`src/sv/sap_pkg.sv`:
```
// ----------------------------------------------------------------------------
// sap_pkg - shared types of the supervisor automaton player
// Item codes, payload widths and the controller/datapath command and status.
// ----------------------------------------------------------------------------
package sap_pkg;

   localparam int FUNC_W   = 2;
   localparam int TADDR_W  = 12;
   localparam int BYTE_W   = 8;
   localparam int SIDX_W   = 3;
   localparam int MASK_W   = 64;
   localparam int STATE_W  = 16;
   localparam int EVENT_W  = 6;
   localparam int COUNT_W  = 7;

   // bytes per transition entry: event, next state high, next state low
   localparam int ENTRY_BYTES = 3;

   typedef enum logic [FUNC_W-1:0] {
      FUNC_TABLE  = 2'd0,
      FUNC_RECORD = 2'd1,
      FUNC_RESET  = 2'd2,
      FUNC_APPLY  = 2'd3
   } func_type;

   typedef struct packed {
      logic accept;     // take the request payload
      logic ram_wr;     // write table byte at pos
      logic ram_rd;     // read table byte at pos
      logic sup_init;   // open the current supervisor, decide apply mode
      logic restart;    // rewalk current supervisor for the enable scan
      logic walk_step;  // skip one state record
      logic head_load;  // latch transition count
      logic scan_skip;  // step over one transition
      logic pos_inc;    // step over the event byte of a match
      logic hi_load;    // latch next-state high byte
      logic lo_load;    // commit next state
      logic sup_done;   // fold supervisor into enabled mask
      logic cnt_init;
      logic cnt_step;
      logic rsp_load;
   } cmd_type;

   typedef struct packed {
      func_type new_func;
      logic     pos_ok;
      logic     walk_done;
      logic     scan_done;
      logic     apply;
      logic     match;
      logic     last_sup;
      logic     cnt_last;
      logic     rsp_free;
   } status_type;

endpackage

```
`src/sv/sap_ctrl.sv`:
```
// ----------------------------------------------------------------------------
// sap_ctrl - player controller
// Sequences table writes, state walks, transition scans and the bit count.
// ----------------------------------------------------------------------------
module sap_ctrl (
   input  logic                 clock,
   input  logic                 reset,
   input  logic                 req_valid,
   output logic                 req_ready,
   input  sap_pkg::status_type  status,
   output sap_pkg::cmd_type     cmd
);
   import sap_pkg::*;

   typedef enum logic [13:0] {
      ST_IDLE       = 14'b00000000000001,
      ST_WRITE      = 14'b00000000000010,
      ST_SUP_INIT   = 14'b00000000000100,
      ST_WALK_ISSUE = 14'b00000000001000,
      ST_WALK_DATA  = 14'b00000000010000,
      ST_HEAD_DATA  = 14'b00000000100000,
      ST_SCAN_ISSUE = 14'b00000001000000,
      ST_SCAN_DATA  = 14'b00000010000000,
      ST_HI_ISSUE   = 14'b00000100000000,
      ST_HI_DATA    = 14'b00001000000000,
      ST_LO_ISSUE   = 14'b00010000000000,
      ST_LO_DATA    = 14'b00100000000000,
      ST_COUNT      = 14'b01000000000000,
      ST_FINISH     = 14'b10000000000000
   } state_type;

   state_type state_ff, state_in;

   assign req_ready = state_ff == ST_IDLE;

   always_comb begin
      state_in = state_ff;
      cmd      = '0;
      unique case (state_ff)
         ST_IDLE: begin
            if (req_valid) begin
               cmd.accept = 1'b1;
               state_in   = (status.new_func == FUNC_TABLE) ? ST_WRITE : ST_SUP_INIT;
            end
         end
         ST_WRITE: begin
            if (status.pos_ok) begin
               cmd.ram_wr = 1'b1;
               state_in   = ST_SUP_INIT;
            end
         end
         ST_SUP_INIT: begin
            cmd.sup_init = 1'b1;
            state_in     = ST_WALK_ISSUE;
         end
         ST_WALK_ISSUE: begin
            if (status.pos_ok) begin
               cmd.ram_rd = 1'b1;
               state_in   = status.walk_done ? ST_HEAD_DATA : ST_WALK_DATA;
            end
         end
         ST_WALK_DATA: begin
            cmd.walk_step = 1'b1;
            state_in      = ST_WALK_ISSUE;
         end
         ST_HEAD_DATA: begin
            cmd.head_load = 1'b1;
            state_in      = ST_SCAN_ISSUE;
         end
         ST_SCAN_ISSUE: begin
            if (status.pos_ok) begin
               if (!status.scan_done) begin
                  cmd.ram_rd = 1'b1;
                  state_in   = ST_SCAN_DATA;
               end else if (status.apply) begin
                  cmd.restart = 1'b1;
                  state_in    = ST_WALK_ISSUE;
               end else begin
                  cmd.sup_done = 1'b1;
                  if (status.last_sup) begin
                     cmd.cnt_init = 1'b1;
                     state_in     = ST_COUNT;
                  end else begin
                     state_in = ST_SUP_INIT;
                  end
               end
            end
         end
         ST_SCAN_DATA: begin
            if (status.match) begin
               cmd.pos_inc = 1'b1;
               state_in    = ST_HI_ISSUE;
            end else begin
               cmd.scan_skip = 1'b1;
               state_in      = ST_SCAN_ISSUE;
            end
         end
         ST_HI_ISSUE: begin
            if (status.pos_ok) begin
               cmd.ram_rd = 1'b1;
               state_in   = ST_HI_DATA;
            end
         end
         ST_HI_DATA: begin
            cmd.hi_load = 1'b1;
            state_in    = ST_LO_ISSUE;
         end
         ST_LO_ISSUE: begin
            if (status.pos_ok) begin
               cmd.ram_rd = 1'b1;
               state_in   = ST_LO_DATA;
            end
         end
         ST_LO_DATA: begin
            cmd.lo_load = 1'b1;
            cmd.restart = 1'b1;
            state_in    = ST_WALK_ISSUE;
         end
         ST_COUNT: begin
            cmd.cnt_step = 1'b1;
            if (status.cnt_last) begin
               state_in = ST_FINISH;
            end
         end
         ST_FINISH: begin
            if (status.rsp_free) begin
               cmd.rsp_load = 1'b1;
               state_in     = ST_IDLE;
            end
         end
         default: begin
            state_in = ST_IDLE;
         end
      endcase
   end

   always_ff @(posedge clock) begin
      if (reset) begin
         state_ff <= ST_IDLE;
      end else begin
         state_ff <= state_in;
      end
   end
endmodule

```
`config.mk`:
```
export PLATFORM = sky130hd
export DESIGN_NAME = sap_ctrl
export DESIGN_NICKNAME = d
export VERILOG_FILES = /design/src/sv/sap_pkg.sv /design/src/sv/sap_ctrl.sv
export SDC_FILE = /design/constraint.sdc
export NUM_CORES = 1
export LEC_CHECK = 0
export BUFFER_PORTS_ARGS = -buffer_cell sky130_fd_sc_hd__buf_2
export CORE_MARGIN = 4
export CORE_UTILIZATION = 53
export CTS_BUF_LIST = sky130_fd_sc_hd__clkbuf_8 sky130_fd_sc_hd__clkbuf_16
export DETAILED_ROUTE_END_ITERATION = 10
export PLACE_DENSITY = 0.87
export SYNTH_ARGS = -nofsm -noshare
export SYNTH_HDL_FRONTEND = slang
export SYNTH_SLANG_ARGS = --single-unit
```
`constraint.sdc`:
```
create_clock -name clock -period 2.65 [get_ports clock]
set_input_delay 0.53 -clock clock [delete_from_list [all_inputs] [get_ports clock]]
set_output_delay 0.53 -clock clock [all_outputs]
set_load 0.1 [all_outputs]
```
Word-level counts from Yosys, hierarchy flattened
Cells that the tools add are included.
{ "op_classes": {"n_eq_ne": 22, "muxes": 42, "n_reduce_logical": 4} }
{ "op_table": {"columns": ["cell", "count"], "rows": [
  ["$pmux 14 s12", 1],
  ["$mux 14", 10],
  ["$mux 1", 20],
  ["$ne 2x2->1 const B", 8],
  ["$eq 14x1->1 const B", 1],
  ["$eq 14x10->1 const B", 1],
  ["$eq 14x11->1 const B", 1],
  ["$eq 14x12->1 const B", 1],
  ["$eq 14x13->1 const B", 1],
  ["$eq 14x14->1 const B", 1],
  ["$eq 14x2->1 const B", 1],
  ["$eq 14x3->1 const B", 1],
  ["$eq 14x4->1 const B", 1],
  ["$eq 14x5->1 const B", 1],
  ["$eq 14x6->1 const B", 1],
  ["$eq 14x7->1 const B", 1],
  ["$eq 14x8->1 const B", 1],
  ["$eq 14x9->1 const B", 1],
  ["$mux 13", 1],
  ["$mux 2", 5],
  ["$mux 9", 1],
  ["$reduce_and 8->1", 1],
  ["$mux 6", 1],
  ["$reduce_or 3->1", 2],
  ["3 further kinds", 4]
]} }
{ "totals": {"reg_bits": 14, "inputBits": 13, "output_inout_bits": 16, "word_cells": 69} }

Depth between registers and ports, before layout
Gate-level depths: netlist of the first run.
{ "depth": {"word_depth": 5, "ltp_mapped": 7, "mapped_depth_nobuf": 5} }

Least setup slack after synthesis of the first run
No wires, ideal clock.
{ "synth_path": {"kind": "reg-to-output", "start": "reg state_ff[0]", "end": "out cmd[10] (netlist name)", "arrival_time_ns": 4.438, "t_required_ns": 2.120, "slack_ns": -2.318, "path_stages_with_launch": 7, "path_buffers": 1, "path_cell_list": "dfxtp_1 buf_2 or4_1 nor2_1 nand2_1 nor3b_1 o21bai_1"} }
{ "synth_rtl": {"columns": ["item", "line", "text"], "rows": [
  ["start: declaration", "sap_ctrl.sv:32", "state_type state_ff, state_in;"],
  ["start signal: assignment", "sap_ctrl.sv:141", "state_ff <= state_in;"],
  ["end: declaration", "sap_ctrl.sv:11", "output sap_pkg::cmd_type cmd"]
]} }

==> results of run 1 <==
==> logic make-up (layout without fill, tap and decap cells) <==
family | Yosys count | count (layout) | synth area share
AO/OA/AOI/OAI | 32 | 32 | 0.195
XOR/XNOR | 5 | 5 | 0.0365
buffers and inverters | 18 | 45 | 0.0865
flip-flops | 14 | 14 | 0.234
AND/OR/NAND/NOR | 82 | 82 | 0.448
==> routing by layer <==
metal | track usage | routed length (um) | up-vias
met3 | 0.0510 | 485 | 18
met4 | 0.142 | 117 | 0
met1 | 0.334 | 1620 | 644
met5 | 0 | 0 | -
met2 | 0.446 | 2070 | 108
li1 | - | - | 628
==> final cells by class <==
type	count	area, um^2	area share
Multi-Input combinational cell	119	992	0.548
Timing Repair Buffer	34	413	0.228
Sequential cell	14	292	0.161
Clock buffer	4	55.1	0.0304
Tap cell	27	33.8	0.0186
Inverter	7	26.3	0.0145
==> cells in the mapped netlist, drive strengths merged <==
master   instances
o21bai           2
nor3b            4
nor2b            3
or2              2
nand4            1
nand2b           2
and3             4
nand3b           1
o2111ai          1
nor3            10
a211o            1
a2bb2oi          1
a21oi            6
dfxtp           14
or4b             5
clkbuf           1
buf             10
or4              5
nor2            12
nand2            8
o32a             1
o41ai            1
nor4            14
o21ba            1
or3              2
nor4b            4
nand3            5
a22oi            3
o31ai            2
inv              7
xor2             2
xnor2            3
o21ai            7
o21a             3
a21o             1
a41oi            2
==> what timing repair did <==
action / CTS / global route
pin swaps: 2 / 3
endpoints found under the setup margin: 4 / 8
resized for setup: 4 / 15
buffers inserted: 0 / 2
==> critical path: stages (launching register included) <==
cell      delay, ns
dfxtp_2        0.37
or4_4          0.61
nor2_4         0.15
nand2_2        0.10
nor3b_4        0.24
o21bai_4       0.18
buf_12         0.19
==> power groups by stage <==
| stage | Combinational [mW] | Clock, mW | Sequential (mW) |
|---|---|---|---|
| after floorplan | 0.317 | 0 | 0.228 |
| after global placement | 0.403 | 0 | 0.254 |
| after detailed placement | 0.409 | 0 | 0.256 |
| after CTS | 0.416 | 0.221 | 0.252 |
| after global routing | 0.459 | 0.229 | 0.258 |
| final | 0.440 | 0.220 | 0.256 |
==> worst paths after layout <==
path | end | slack [ns]
setup / recovery | cmd[10] | 0.03
hold / removal | state_ff[4] | 0.45
setup reg to reg | state_ff[9] | 0.21
hold reg to reg | state_ff[6] | 0.56
==> cell usage in the layout (no fill, tap or decap), types with 4 or more instances in the layout <==
cell	instances
dfxtp_1	5
nor4_4	4
nor4_1	8
nor3_1	6
nor2_4	4
clkbuf_8	4
nand3_1	4
nand2_1	6
nor2_1	7
and3_2	4
buf_2	12
inv_1	7
dfxtp_2	9
buf_4	6
a21oi_1	6
o21ai_0	7
buf_12	15
nor3_4	4
==> impl_results.rst, run 1 <==
.. list-table::
   :header-rows: 1

   * - Metric
     - Value
   * - Hold_buf cts
     - 0
   * - First-pass GRT wire length
     - roughly 6.7 mm
   * - Cell area after synthesis
     - 1200 um^2
   * - Final std cell area, no fill
     - 1810 um^2
   * - Total Power Consumption
     - just over 900 uW
   * - Max-capacitance violation count
     - 0
   * - Clock Skew
     - around 0.0026 ns
   * - Antenna violations before repair
     - 0
   * - P_leak
     - 0.675 nW
   * - Classification of the worst-slack hold path
     - input pin to flip-flop
   * - Iteration count of the initial detailed-routing pass
     - 4
   * - Horiz. Die Dim
     - 55.6 um
   * - Cell Int Power
     - 517 uW
   * - Top cells by area, synth
     - dfxtp_1, nor4_1, nor3_1
   * - Fraction of synthesized cell area taken by the top area cell type
     - 0.234
   * - Number of nets at the end of the flow
     - about 190
   * - Accumulated negative setup slack
     - 0 ns
   * - H-tree levels
     - 1
   * - Number of cells traversed by the worst hold path
     - 2
   * - Worst Reg-to-Reg Cells
     - 5
   * - Quantity of I/O buffers inserted on ports
     - 28
   * - Leading registers by flop count
     - state_ff: 14 flops
   * - Post-layout utilization of the core
     - 0.879
   * - Remaining number of nets flagged by the antenna check after routing
     - 0
   * - CTS tree
     - built
   * - Worst setup path start
     - state_ff[7]
   * - Area growth from synthesis to final layout
     - 51.0%
   * - Cell count after placement
     - 199
   * - Status
     - complete, no violations
   * - Clock sinks
     - 14
   * - Clk root buf
     - clkbuf_8
   * - Leading area contributor after synthesis
     - dfxtp_1
   * - Endpoint class of the critical path
     - output pin
   * - Clock latency on the worst-skew pair
     - about 0.26 ns
   * - Share of post-route cells with drive strength above 1
     - 0.489
   * - Instance area at placement
     - 1680 um^2
   * - Switching power
     - between 300 and 400 uW
   * - Total Die Area
     - approximately 3100 um^2
   * - Total wire length
     - about 4.3 mm
   * - Clock buffer depth
     - 2
   * - Number of flip-flops in the largest register
     - 14
   * - Syn Nets
     - approximately 160
   * - Critical path required time
     - ~2.1 ns
   * - Sequential share of power
     - 0.279
   * - Iteration-0 DRC count of the detailed router
     - 96
   * - DPL Wire Length
     - just under 3 mm
   * - All-layer global routing usage
     - 0.272
   * - Number of instances in the synthesized netlist
     - about 150
   * - Headroom to the max-slew limit
     - 0.557
   * - Clock transition at the register clock pins on the worst setup and hold paths after CTS
     - ~0.060 ns
   * - Number of diodes added for antenna fixing
     - 0
   * - Final setup violating endpoints
     - 0
   * - Warnings, synthesis
     - 0
   * - Number of buffers inserted during clock tree synthesis
     - 3
   * - Sequential share of the synthesized area
     - 0.234
   * - Maximum fanout count along the critical path
     - 8
   * - Clock period minus worst slack
     - between 2 and 3 ns
   * - Slew @ Worst Pin
     - 0.655 ns
   * - Final standard cell count with taps included and fillers excluded
     - just over 200
   * - Initial core utilization
     - 0.582
   * - VDD IR-drop max
     - roughly 1000 uV
   * - Std cell rows
     - 16
   * - Final hold viol count
     - 0
   * - Via/cell ratio
     - 6.82
   * - Kind of critical path
     - flip-flop to output pin
   * - Total overflow reported by the global router
     - 0
   * - Number of distinct standard cells referenced by the synthesized netlist
     - 48
   * - Pin count of the biggest net entering global routing
     - 12
   * - Via count
     - ~1400
   * - Net switching share of the total power
     - 0.436
   * - RSZ-0062 raised after global routing
     - yes
   * - Vias in the first global route
     - ~1400
   * - Largest reg by FF count
     - state_ff
   * - Worst hold margin
     - ~0.45 ns
   * - Share of power burned in the clock network
     - 0.240
   * - Worst endpoint data arrival time
     - 2.09 ns
   * - Worst reg2reg startpoint
     - state_ff[0]
   * - Synthesized flop and latch total
     - 14
   * - RD Place Congestion
     - 1.01
   * - Highest achievable clock rate
     - 381 MHz
   * - Final critical-path share of the clock period
     - 0.990
   * - Total power divided by cell area
     - a little over 500 nW/um^2
   * - DRC violations left
     - 0
   * - Least setup slack across all paths after layout
     - ~0.027 ns
   * - Placeable core region
     - slightly above 2000 um^2
   * - Worst hold path startpoint
     - status[6]
   * - Combinational fraction of design power
     - 0.480
   * - Post-place setup slack
     - between 0.15 and 0.2 ns
   * - Slew Limit Fails
     - 0
   * - Wire length per cell
     - between 20 and 25 um
   * - Number of I/O pins
     - 29
   * - Crit start category
     - flip-flop
   * - Fillers
     - 105
   * - Die extent in y
     - approximately 56 um
   * - Per-instance average area after synthesis
     - between 7 and 8 um^2
Note: power is estimated with default switching activity, not from simulation.
==> inputs of run 2 (changes only) <==
--- a/config.mk
+++ b/config.mk
@@ -5,12 +5,13 @@
 export SDC_FILE = /design/constraint.sdc
 export NUM_CORES = 1
 export LEC_CHECK = 0
+export ABC_AREA = 1
 export BUFFER_PORTS_ARGS = -buffer_cell sky130_fd_sc_hd__buf_2
 export CORE_MARGIN = 4
-export CORE_UTILIZATION = 53
+export CORE_UTILIZATION = 52
 export CTS_BUF_LIST = sky130_fd_sc_hd__clkbuf_8 sky130_fd_sc_hd__clkbuf_16
 export DETAILED_ROUTE_END_ITERATION = 10
-export PLACE_DENSITY = 0.87
+export PLACE_DENSITY = 0.86
 export SYNTH_ARGS = -nofsm -noshare
 export SYNTH_HDL_FRONTEND = slang
 export SYNTH_SLANG_ARGS = --single-unit
==> run 2 against run 1 <==
Register-to-register slack better by 0.66 ns. Synthesized cell count up 32%. Maximum frequency up 5.1%. Utilization down 19 points. Critical path type unchanged. Largest cell class unchanged.
==> impl_results.rst, run 2 <==
.. list-table::
   :header-rows: 1

   * - Metric
     - Value
   * - Number of nets at the end of the flow
     - ~240
   * - Number of buffers inserted during clock tree synthesis
     - 3
   * - Clk root buf
     - clkbuf_8
   * - Commonest cells after routing, fill and taps aside
     - nand2_1, nor2_1, inv_1, buf_2, nand3_1
   * - Total power divided by cell area
     - about 1200 nW/um^2
   * - Via/cell ratio
     - 4.93
   * - Placeable core region
     - between 2000 and 2500 um^2
   * - Instance area at placement
     - 1350 um^2
   * - Clock sinks
     - 14
   * - DRC violations left
     - 0
   * - Number of diodes added for antenna fixing
     - 0
   * - Commonest non-fill, non-tap cell in the layout
     - nand2_1
   * - Number of distinct standard cells referenced by the synthesized netlist
     - 25
   * - Highest achievable clock rate
     - about 400 MHz
   * - Cell breakdown of the critical path
     - nor2_2 -> nand2_2 -> nor2_4 -> nand2_2 -> nor2_1 -> inv_1 -> a31oi_2 -> clkbuf_4
   * - Vias in the first global route
     - 1104
   * - All-layer global routing usage
     - 0.192
   * - Worst stage delay on the critical path
     - ~0.35 ns
   * - Syn Nets
     - roughly 210
   * - Wire length per cell
     - about 11 um
   * - Maximum fanout count along the critical path
     - 12
   * - Per-instance average area after synthesis
     - around 5.8 um^2
   * - Pin count of the biggest net entering global routing
     - 13
   * - Std cell rows
     - 16
   * - Most frequently used cell type in the post-synthesis netlist
     - nor2_1
   * - Clock period minus worst slack
     - 2.49 ns
   * - Horiz. Die Dim
     - around 55 um
   * - Top cells by area, synth
     - dfxtp_1, nor2_1, nand2_1
   * - H-tree levels
     - 1
   * - Post-layout utilization of the core
     - 0.688
   * - P_leak
     - 0.777 nW
   * - Final critical-path share of the clock period
     - 0.941
   * - Final setup violating endpoints
     - 0
   * - Final std cell area, no fill
     - ~1400 um^2
   * - Die extent in y
     - approximately 55 um
   * - Main flop type after synthesis
     - dfxtp_1
   * - Highest-utilization routing layer at the global route stage
     - met2
   * - Clock Skew
     - around 0.0019 ns
   * - Share of async-settable or async-resettable flops after synthesis
     - 0
   * - Top cells by count, synth
     - nor2_1, nand2_1, inv_1
   * - Antenna violations before repair
     - 0
   * - Count of flip-flops with a built-in enable after synthesis
     - 0
   * - # Post-CTS Setup Buffers
     - 0
   * - Met3 track demand over resource
     - 0.0559
   * - Leading registers by flop count
     - state_ff: 14 flops
   * - Leading area contributor after synthesis
     - dfxtp_1
   * - Post_cts resized
     - 0
   * - Headroom to the max-slew limit
     - 0.675
   * - Iteration count of the initial detailed-routing pass
     - 4
   * - Number of I/O pins
     - 29
   * - Cell area after synthesis
     - 1160 um^2
   * - Total Die Area
     - a little over 3000 um^2
   * - Quantity of I/O buffers inserted on ports
     - 28
   * - Clock buffer depth
     - 2
   * - Endpoint class of the critical path
     - output pin
   * - Worst endpoint data arrival time
     - between 1.5 and 2 ns
   * - Hold_buf cts
     - 0
   * - Total overflow reported by the global router
     - 0
   * - Most repeated library cell on the critical path
     - nand2_2
   * - Crit start category
     - flip-flop
   * - Clock latency on the worst-skew pair
     - ~0.25 ns
   * - Slew Limit Fails
     - 0
   * - Number of instances in the synthesized netlist
     - 200
   * - GR Util met1
     - 0.259
   * - Total Power Consumption
     - ~1.7 mW
   * - Max-capacitance violation count
     - 0
   * - DPL Wire Length
     - around 2.4 mm
   * - Total wire length
     - ~2.9 mm
   * - Warnings, synthesis
     - 0
   * - Iteration-0 DRC count of the detailed router
     - 47
   * - Slew @ Worst Pin
     - 0.491 ns
   * - Kind of critical path
     - flip-flop to output pin
   * - Status
     - complete, no violations
   * - RD Place Congestion
     - just over 0.9
   * - Synthesized flop and latch total
     - 14
   * - Number of flip-flops in the largest register
     - 14
   * - VDD IR-drop max
     - between 1000 and 1500 uV
   * - Remaining number of nets flagged by the antenna check after routing
     - 0
   * - Final hold viol count
     - 0
   * - Fraction of synthesized cell area taken by the top area cell type
     - 0.241
   * - Share of post-route cells with drive strength above 1
     - 0.309
   * - M2 GR Usage
     - 0.272
   * - Max stage delay cell, worst path
     - clkbuf_4
   * - Sequential share of the synthesized area
     - 0.241
   * - CTS tree
     - built
   * - RSZ-0062 raised after global routing
     - no
   * - First-pass GRT wire length
     - 4.75 mm
   * - Via count
     - 1268
   * - Initial core utilization
     - 0.569
   * - Clock transition at the register clock pins on the worst setup and hold paths after CTS
     - approximately 0.06 ns
   * - Critical path required time
     - 2.12 ns
   * - Area growth from synthesis to final layout
     - 20.8%
   * - Largest reg by FF count
     - state_ff
   * - Classification of the worst-slack hold path
     - input pin to flip-flop
[run 2: cell types whose count changed after synthesis, sizes merged, moves of 4 or more]
cell / delta
buf: -8
inv: +26
nand2: +49
nand3: +16
nor2: +44
nor3: -6
nor3b: -4
nor4: -14
nor4b: -4
o21ai: -4
or4: -5
or4b: -5
[run 2: path summary, 6_finish.rpt]
check,startpoint,endpoint,slack (ns),cells after the start
min reg2reg,state_ff[3],state_ff[3],0.49,2
max,state_ff[8],cmd[12],0.16,8
min,reset,state_ff[12],0.46,2
max reg2reg,state_ff[4],state_ff[6],0.87,12
[run 2: metal layers]
layer | wire, um | up-vias
met2 | 1190 | 51
li1 | - | 674
met5 | 0 | -
met3 | 250 | 7
met4 | 68 | 0
met1 | 1420 | 536
[run 2: kinds of logic (layout without fill, tap and decap cells)]
kind of cell,after synthesis,count (layout),synth area share
AOI/OAI and AO/OA,8,8,0.0420
DFF,14,14,0.241
and+or+nand+nor,142,142,0.589
buffers and inverters,36,66,0.128
[run 2: critical path, delay by kind of cell (launching register included)]
| family | cells | cell delay, ns |
|---|---|---|
| flops | 1 | 0.34 |
| buf+inv | 2 | 0.42 |
| compound gates | 1 | 0.11 |
| simple gates | 5 | 0.84 |
[run 2: area by class of cell]
cell class                 count  area (um^2)
tap                           27         33.8
inverter                      34          130
timing repair buffer          28          143
multi-input combinational    150          762
sequential                    14          280
fill                         199          638
clock buffer                   4         55.1
[run 2: power breakdown]
part / total, mW / internal [mW] / leakage, nW / switching, mW
Clock: 0.215 / 0.132 / 0.0288 / 0.0835
Combinational: 1.16 / 0.285 / 0.635 / 0.875
Sequential: 0.295 / 0.256 / 0.114 / 0.0393
Total: 1.67 / 0.673 / 0.777 / 0.998
[run 2: through the flow]
stage	setup WS [ns]	setup TNS [ns]	hold slack, ns	std cells
after floorplan	-0.168	-0.168	0.468	200
after global placement	0.423	0	0.481	253
after detailed placement	0.361	0	0.484	253
after CTS	0.0619	0	0.459	257
after global routing	0.0133	0	0.475	257
final	0.155	0	0.457	257
==> inputs of run 3 (changes only) <==
--- a/config.mk
+++ b/config.mk
@@ -7,11 +7,13 @@
 export LEC_CHECK = 0
 export ABC_AREA = 1
 export BUFFER_PORTS_ARGS = -buffer_cell sky130_fd_sc_hd__buf_2
+export CAP_MARGIN = 30
+export CORE_ASPECT_RATIO = 1.4
 export CORE_MARGIN = 4
-export CORE_UTILIZATION = 52
+export CORE_UTILIZATION = 47
 export CTS_BUF_LIST = sky130_fd_sc_hd__clkbuf_8 sky130_fd_sc_hd__clkbuf_16
 export DETAILED_ROUTE_END_ITERATION = 10
-export PLACE_DENSITY = 0.86
+export PLACE_DENSITY = 0.8
 export SYNTH_ARGS = -nofsm -noshare
 export SYNTH_HDL_FRONTEND = slang
 export SYNTH_SLANG_ARGS = --single-unit
==> run 3 against run 2 <==
Routed wire length fell by 2.6%. Die area is 9.4% higher. Sequential share of layout area fell by 0.23 points. Combinational power is essentially flat. Critical path depth decreased by 2. Highest routed layer unchanged. Largest power group unchanged.
==> impl_results.rst, run 3 (synthesis gave the netlist of run 2 again) <==
.. list-table::
   :header-rows: 1

   * - Metric
     - Value
   * - Clock transition at the register clock pins on the worst setup and hold paths after CTS
     - approximately 0.06 ns
   * - VDD IR-drop max
     - around 780 uV
   * - Final standard cell count with taps included and fillers excluded
     - roughly 270
   * - Via/cell ratio
     - between 4 and 5
   * - Final setup violating endpoints
     - 0
   * - Pin count of the biggest net entering global routing
     - 13
   * - First-pass GRT wire length
     - roughly 4.8 mm
   * - Area growth from synthesis to final layout
     - 22.2%
   * - Cell count after placement
     - approximately 260
   * - Largest reg by FF count
     - state_ff
   * - Wire length per cell
     - 10.8 um
   * - Vias in the first global route
     - 1136
   * - Cell Int Power
     - between 600 and 700 uW
   * - Commonest cells after routing, fill and taps aside
     - nand2_1, nor2_1, inv_1, buf_2, nand3_1
   * - Kind of critical path
     - flip-flop to output pin
   * - Clk root buf
     - clkbuf_8
   * - Total power divided by cell area
     - ~1200 nW/um^2
   * - Die extent in y
     - 66.8 um
   * - Final std cell area, no fill
     - ~1400 um^2
   * - Instance area at placement
     - between 1000 and 1500 um^2
   * - DRC violations left
     - 0
   * - Endpoint class of the critical path
     - output pin
   * - Number of flip-flops in the largest register
     - 14
   * - Number of diodes added for antenna fixing
     - 0
   * - Worst hold margin
     - approximately 0.46 ns
   * - Total Die Area
     - 3340 um^2
   * - Fillers
     - roughly 240
   * - Quantity of I/O buffers inserted on ports
     - 28
   * - Horiz. Die Dim
     - around 50 um
   * - Clock period minus worst slack
     - 2.45 ns
   * - Classification of the worst-slack hold path
     - input pin to flip-flop
   * - Headroom to the max-slew limit
     - 0.676
   * - Iteration-0 DRC count of the detailed router
     - 32
   * - Number of nets at the end of the flow
     - ~250
   * - Final critical-path share of the clock period
     - 0.926
   * - Combinational fraction of design power
     - 0.695
   * - Share of power burned in the clock network
     - 0.129
   * - Worst endpoint data arrival time
     - ~1.9 ns
   * - Net switching share of the total power
     - 0.594
   * - Crit start category
     - flip-flop
   * - Commonest non-fill, non-tap cell in the layout
     - nand2_1
   * - DPL Wire Length
     - around 2.4 mm
   * - Clock latency on the worst-skew pair
     - between 0.2 and 0.3 ns
   * - Clock Skew
     - about 0.0054 ns
   * - Area used by sequential logic in the layout
     - approximately 280 um^2
   * - RSZ-0062 raised after global routing
     - no
   * - Slew @ Worst Pin
     - about 0.49 ns
   * - Total overflow reported by the global router
     - 0
   * - Via count
     - roughly 1300
   * - Std cell rows
     - 21
   * - CTS tree
     - built
   * - Status
     - complete, no violations
   * - Sequential share of power
     - 0.177
   * - Final hold viol count
     - 0
   * - Total wire length
     - ~2.9 mm
   * - H-tree levels
     - 1
   * - Highest achievable clock rate
     - about 400 MHz
   * - Leading registers by flop count
     - state_ff: 14 flops
   * - RD Place Congestion
     - 0.871
   * - Switching power
     - 985 uW
   * - Post-layout utilization of the core
     - 0.594
   * - Least setup slack across all paths after layout
     - between 0.15 and 0.2 ns
   * - Hold_buf cts
     - 0
   * - Post-place setup slack
     - approximately 0.38 ns
   * - Max-capacitance violation count
     - 0
   * - P_leak
     - roughly 0.8 nW
   * - Accumulated negative setup slack
     - 0 ns
   * - Maximum fanout count along the critical path
     - 12
   * - Antenna violations before repair
     - 0
   * - Slew Limit Fails
     - 0
   * - Number of I/O pins
     - 29
   * - Placeable core region
     - between 2000 and 2500 um^2
   * - Initial core utilization
     - 0.486
   * - Critical path required time
     - 2.12 ns
   * - Remaining number of nets flagged by the antenna check after routing
     - 0
   * - Iteration count of the initial detailed-routing pass
     - 4
   * - Multi-input gate area in the final layout
     - 762 um^2
   * - Clock buffer depth
     - 2
   * - Number of buffers inserted during clock tree synthesis
     - 3
   * - Total Power Consumption
     - roughly 1.7 mW
   * - Clock sinks
     - 14
   * - All-layer global routing usage
     - 0.189
   * - Share of post-route cells with drive strength above 1
     - 0.312
[run 3: cell types whose count changed in the layout (fill, tap and decap cells not counted)]
cell   delta
buf_4     +1
[run 3: worst max-delay path, cell delays in order (launching register included)]
cell and delay [ns]:
dfxtp_1 0.32, nor2_2 0.16, nand2_2 0.10, nor2_4 0.26, nand4_1 0.21, o21ai_1 0.17, buf_2 0.44
[run 3: area by class of cell]
| cell class | count | area share |
|---|---|---|
| timing repair buffer | 29 | 0.106 |
| inverter | 34 | 0.0916 |
| sequential | 14 | 0.197 |
| multi-input combinational | 150 | 0.537 |
| tap | 34 | 0.0300 |
| clock buffer | 4 | 0.0388 |
[run 3: timing repair]
item                                    CTS  global route
hold endpoints to repair                  0             0
endpoints found under the setup margin    0             1
buffers inserted                          0             0
resized for setup                         0             1
[run 3: path summary, 6_finish.rpt]
check                                 start      endpoint  slack (ns)  depth (start not counted)
worst min register to register  state_ff[3]   state_ff[3]        0.49                          2
worst min-delay path                  reset  state_ff[12]        0.46                          2
worst max register to register  state_ff[6]   state_ff[2]        0.90                         12
worst max-delay path            state_ff[8]       cmd[10]        0.20                          6
[run 3: routing by layer]
metal	track usage	share of wire	wire [um]	up-vias
met1	0.211	0.42	1190	537
met2	0.319	0.47	1350	41
met3	0.0336	0.061	175	14
met4	0.135	0.048	138	0
li1	-	-	-	678
met5	0	0	0	-
[run 3: power by group through the flow]
stage	sequential (mW)	combinational, mW	clock, mW
5_1_grt	0.298	1.27	0.232
3_5_place_dp	0.298	1.15	0
6_report	0.293	1.15	0.213
4_1_cts	0.293	1.15	0.218
3_3_place_gp	0.296	1.15	0
2_1_floorplan	0.292	0.996	0
